**src/hdl/bawsamp_pkg.sv**
```systemverilog
package bawsamp_pkg;

  localparam int FRACTION_BITS_DEF  = 8;
  localparam int COORD_INT_BITS_DEF = 16;

  localparam int BYTE_W      = 8;
  localparam int CHAN_W      = 16;
  localparam int DIM_W       = 16;
  localparam int PIX_W       = 64;
  localparam int NUM_COLORS  = 3;
  localparam int NUM_CORNERS = 4;
  localparam int ALPHA_LANE  = 3;

  localparam int COLOR_RED   = 0;
  localparam int COLOR_GREEN = 1;
  localparam int COLOR_BLUE  = 2;

  localparam int CORNER_TL = 0;
  localparam int CORNER_TR = 1;
  localparam int CORNER_BL = 2;
  localparam int CORNER_BR = 3;

  localparam int CFG_ADDR_W = 4;
  localparam int CFG_DATA_W = 32;

  typedef enum logic [1:0] {
    REG_IMAGE_WIDTH   = 2'd0,
    REG_IMAGE_HEIGHT  = 2'd1,
    REG_WIDE_CHANNELS = 2'd2
  } cfg_reg_t;

  // 8-bit channel in the low byte scaled by 257 is the byte repeated
  function automatic logic [CHAN_W-1:0] expand_chan(input logic [CHAN_W-1:0] lane,
                                                    input logic wide);
    logic [CHAN_W-1:0] res;
    if (wide) begin
      res = lane;
    end else begin
      res = {lane[BYTE_W-1:0], lane[BYTE_W-1:0]};
    end
    return res;
  endfunction

endpackage

```
**src/hdl/bawsamp_div.sv**
```systemverilog
module bawsamp_div #(
  parameter int NUM_W = 2 * bawsamp_pkg::CHAN_W + 2 * bawsamp_pkg::FRACTION_BITS_DEF,
  parameter int DEN_W = bawsamp_pkg::CHAN_W + 2 * bawsamp_pkg::FRACTION_BITS_DEF,
  parameter int QUO_W = bawsamp_pkg::CHAN_W
) (
  input  logic             clk,
  input  logic [NUM_W-1:0] num,
  input  logic [DEN_W-1:0] den,
  output logic [QUO_W-1:0] quo
);
  // restoring divider, one quotient bit per stage, num < den * 2^QUO_W;
  // last stage rounds to nearest (ties up) and saturates
  logic [NUM_W-1:0] rem_r [QUO_W];
  logic [DEN_W-1:0] den_r [QUO_W];
  logic [QUO_W-1:0] quo_r [QUO_W];

  for (genvar k = 0; k < QUO_W; k++) begin : g_stage
    localparam int B = QUO_W - 1 - k;
    logic [NUM_W-1:0] rem_in;
    logic [DEN_W-1:0] den_in;
    logic [QUO_W-1:0] quo_in;
    logic [NUM_W-1:0] trial;
    logic [NUM_W:0]   diff;

    if (k == 0) begin : g_first
      assign rem_in = num;
      assign den_in = den;
      assign quo_in = '0;
    end else begin : g_next
      assign rem_in = rem_r[k-1];
      assign den_in = den_r[k-1];
      assign quo_in = quo_r[k-1];
    end

    assign trial = NUM_W'(den_in) << B;
    assign diff  = {1'b0, rem_in} - {1'b0, trial};

    always_ff @(posedge clk) begin
      den_r[k] <= den_in;
      if (diff[NUM_W]) begin
        rem_r[k] <= rem_in;
        quo_r[k] <= quo_in;
      end else begin
        rem_r[k] <= diff[NUM_W-1:0];
        quo_r[k] <= quo_in | (QUO_W'(1) << B);
      end
    end
  end

  logic [DEN_W:0]   rem2;
  logic             rnd;
  logic [QUO_W:0]   quo_rnd;
  logic [QUO_W-1:0] quo_nxt;
  logic [QUO_W-1:0] quo_out_r;

  always_comb begin
    rem2    = {rem_r[QUO_W-1][DEN_W-1:0], 1'b0};
    rnd     = rem2 >= {1'b0, den_r[QUO_W-1]};
    quo_rnd = {1'b0, quo_r[QUO_W-1]} + (QUO_W+1)'(rnd);
    quo_nxt = quo_rnd[QUO_W] ? '1 : quo_rnd[QUO_W-1:0];
  end

  always_ff @(posedge clk) begin
    quo_out_r <= quo_nxt;
  end

  assign quo = quo_out_r;

endmodule

```
**config.mk**
```make
export PLATFORM = sky130hd
export DESIGN_NAME = bawsamp_div
export DESIGN_NICKNAME = d
export VERILOG_FILES = /design/src/hdl/bawsamp_pkg.sv /design/src/hdl/bawsamp_div.sv
export SDC_FILE = /design/constraint.sdc
export NUM_CORES = 2
export LEC_CHECK = 0
export BUFFER_PORTS_ARGS = -buffer_cell sky130_fd_sc_hd__buf_2
export CAP_MARGIN = 15
export CORE_MARGIN = 2
export CORE_UTILIZATION = 23
export CTS_CLUSTER_DIAMETER = 200
export DETAILED_ROUTE_END_ITERATION = 6
export SYNTH_ARGS = -nofsm -noshare
export SYNTH_HDL_FRONTEND = slang
export SYNTH_SLANG_ARGS = --single-unit
export TNS_END_PERCENT = 100
```
**constraint.sdc**
```tcl
create_clock -name clk -period 4.98 [get_ports clk]
set_input_delay 0.498 -clock clk [delete_from_list [all_inputs] [get_ports clk]]
set_output_delay 0.498 -clock clk [all_outputs]
set_load 0.1 [all_outputs]
```
==> run summary <==
Run status - complete, no violations
Largest fanout of any net on the critical path - 13
Highest signal layer in the routed design - met4
Distinct cells, synth - 90
Net count of the finished layout - 8004
Synth Flop Type - dfxtp_1
Maximum number of pins on one net before global-route repair - 64
Area growth from synthesis to final layout - 16.4%
Adder-cell share of the synthesized area - 11.0%
Arrival time reported for the critical path endpoint - 4.80 ns
Detailed-placement wirelength estimate - 109000 µm
Drc violations - 0
Detailed route wirelength on metal3 - 5550 µm
Final period demand of the worst path - 4.10 ns
Post-synthesis async set-or-reset flop share - 0%
Die Area - 0.286 mm²
Biggest area consumer among synthesized cells - dfxtp_1
Final Hold Viols - 0
GP Congestion - 0.899
Number of gates resized after cts - 0
Final setup violation count - 0
Leading post-synthesis cells by cell area - dfxtp_1, ha_1, a21oi_1
TritonRoute pass-1 iters - 5
Most common cell on crit path - nand4_1
Filler Cells Inserted - 29700
Number of nets with antenna violations after routing - 0
Proportion of layout cells with a drive suffix above 1 - 6.58%
Buffers added on ports - 96
DR vias - 47200
Layout Cells excl Fill - 11200
Simple logic cell fraction of the synthesized area - 12.9%
Kind of end point of the critical path - flip-flop
Buffers inserted during post-CTS setup optimization - 0
Share of the synthesized netlist area taken by xor and xnor gates - 7.49%
Met2 wire length - 58000 µm
Leak pwr - 0.0336 µW
Portion of netlist area occupied by mux cells - 1.30%
FMAX - 244 MHz
X dimension of the die - 535 µm
Mean instance size in the synthesized netlist - 9.01 µm²
Buffer cell driving the clock tree root - clkbuf_16
Largest family of logic cells by synthesized area - compound AO/OA/AOI/OAI gates
Cells after synthesis - 7185
Total negative setup slack - 0 ns
Cell Rows - 194
Final core utilization - 26.9%
Post-synthesis compound-gate area fraction - 18.4%
Clock Skew - 0.0556 ns
Number of maximum-capacitance constraint violations - 0
Cell count after placement - 10900
WL/cell - 12.5 µm
Power density over cell area - 671 mW/mm²
EDFF count, synth - 0
Register bit count reported by yosys - 1416
Cts bufs inserted - 147
Slowest cell on the critical path - nor4b_1
Number of global-route vias before repair - 45600
Antenna fix cells - 0
Critical path startpoint category - flip-flop
Measured slew at the worst slew-check pin - 1.01 ns
1st-iter DRT viols - 2458
Cell area after synthesis - 0.0648 mm²
Portion of synthesized cell area occupied by the leading cell type - 43.8%
Crit path required time - 5.68 ns
TritonCTS clock tree - built
Synthesized net count - 7827
Longest individual stage delay on the worst path - 0.79 ns
Number of sinks on the clock net - 1416
Total global routing track utilization - 9.50%
Core outline area - 0.280 mm²
Wire length of the first global-routing pass - 229000 µm
Fin. max-slew vios - 0
Crit share post-route - 82.3%
RSZ-0062 raised after global routing - no
Crit path cell chain - inv_1 -> ha_1 -> nand4_1 -> nor4b_1 -> nand4_1 -> nand4_1 -> ha_1 -> and2_1 -> nand2_1 -> nor2_1 -> and3_1 -> nand4_1 -> nand2_1
Portion of the post-synthesis area used by sequential elements - 43.8%
Number of buffers between clock root and the deepest sink - 4
Clock Latency Late Sink - 0.80 ns
Overall die height - 535 µm
Total Routed Length - 140000 µm
Wl on met1 - 70800 µm
GRT Residual Overflow - 0
H-tree levels - 4
Max transition margin - 32.9%
Category of the critical setup timing path - flip-flop to flip-flop
Antenna violations before repair - 2
Detail-routed via count per cell - 4.22
Clock transition time at the flip-flop clock pins of the worst setup and hold paths - 0.06 ns
Yosys synthesis warning count - 0
VDD IR-drop max - 0.000245 V
Number of primary I/O pins - 97
Worst min-delay path category - flip-flop to flip-flop
Initial core utilization - 23.2%
-- kinds of logic (layout without fill, tap and decap cells) --
group / Yosys count / count (layout)
AO/OA/AOI/OAI: 1933 / 1933
XOR/XNOR: 554 / 554
adder cells (fa/ha/maj): 561 / 561
buffers and inverters: 863 / 1142
flip-flops: 1416 / 1416
multiplexers: 71 / 71
AND/OR/NAND/NOR: 1787 / 1787
-- path summary, 6_finish.rpt --
kind	from	end	slack, ns	cells after the start
max	den_r[1][231]$_DFF_P_	quo[2]$_SDFF_PP1_	0.88	13
min	quo_r[0][120]$_SDFF_PN1_	quo_r[1][8]$_DFF_P_	0.29	0
max reg2reg	den_r[1][231]$_DFF_P_	quo[2]$_SDFF_PP1_	0.88	13
min reg2reg	quo_r[0][120]$_SDFF_PN1_	quo_r[1][8]$_DFF_P_	0.29	0
-- area by class of cell --
cell class,count,area (µm²),area share [%]
Clock buffer,196,4140,5.50
Tap cell,3724,4660,6.18
Multi-Input combinational cell,4906,33200,44.1
Inverter,677,2540,3.37
Clock inverter,55,821,1.09
Sequential cell,1416,28300,37.6
Timing Repair Buffer,214,1620,2.15
-- where the power goes --
group | leakage (µW) | internal [µW] | total, µW | switching (µW)
Combinational | 0.0193 | 9810 | 22200 | 12400
Clock | 0.00244 | 6870 | 11300 | 4420
Sequential | 0.0119 | 14700 | 17100 | 2340
Total | 0.0336 | 31400 | 50600 | 19100
-- state kept, by name, summed over array words and instances, names as in the netlist --
name and cells:
quo_r 136, quo 16, den_r 512, rem_r 752
-- per-stage QoR --
stage	worst slack (ns)	hold slack, ns	power, µW	area (µm²)
detailed placement	0.571	0.312	39300	69600
global placement	0.633	0.310	39200	69600
floorplan	1.55	0.310	34100	64800
global route	0.415	0.311	54500	75400
CTS	0.547	0.291	50900	75400
finish	0.883	0.285	50600	75400
-- critical path, delay by kind of cell (launching register included) --
kind          cells  cell delay (ns)
fa+ha+maj         2             0.55
simple gates     10             3.12
flops             1             0.30
buf+inv           1             0.04
-- layout by cell type, fill, tap and decap left out, types with 58 or more instances in the layout --
cell type      netlist  layout
inv_1              674     674
nor3_1             100      99
o21bai_1            59      58
nand3_1            105     105
nand2_1            584     584
xnor2_1            278     278
ha_1               545     545
clkbuf_16            0     148
nand2b_1            84      84
xor2_1             276     276
nand4_1             86      86
buf_2               17      96
nor2_1             486     486
o21a_1              68      68
dlygate4sd3_1        0      80
dfxtp_1           1416    1416
o21ai_0            492     492
a21oi_1            637     635
nor2b_1             88      88
a21o_1             301     301
-- per-layer routing --
metal | up-vias | track usage, %
met5 | - | 0
met2 | 862 | 14.6
met1 | 20900 | 13.2
li1 | 25100 | -
met3 | 270 | 1.49
met4 | 0 | 3.79
-- synthesized netlist by cell type, drive strengths merged, types with 67 or more instances --
| master | number |
|---|---|
| o21a | 68 |
| inv | 676 |
| dfxtp | 1416 |
| o21ai | 500 |
| nor2 | 486 |
| ha | 545 |
| nor2b | 88 |
| a21o | 301 |
| xnor2 | 278 |
| xor2 | 276 |
| nand2b | 84 |
| nand3 | 105 |
| nand2 | 584 |
| nor3 | 100 |
| a21oi | 640 |
| mux2 | 67 |
| nand4 | 86 |
| clkbuf | 152 |
-- timing repair --
item                                    CTS  global route
endpoints found under the hold margin    80             0
endpoints found under the setup margin    0             0
hold buffers                             80             0
Note: power is estimated with default switching activity, not from simulation.
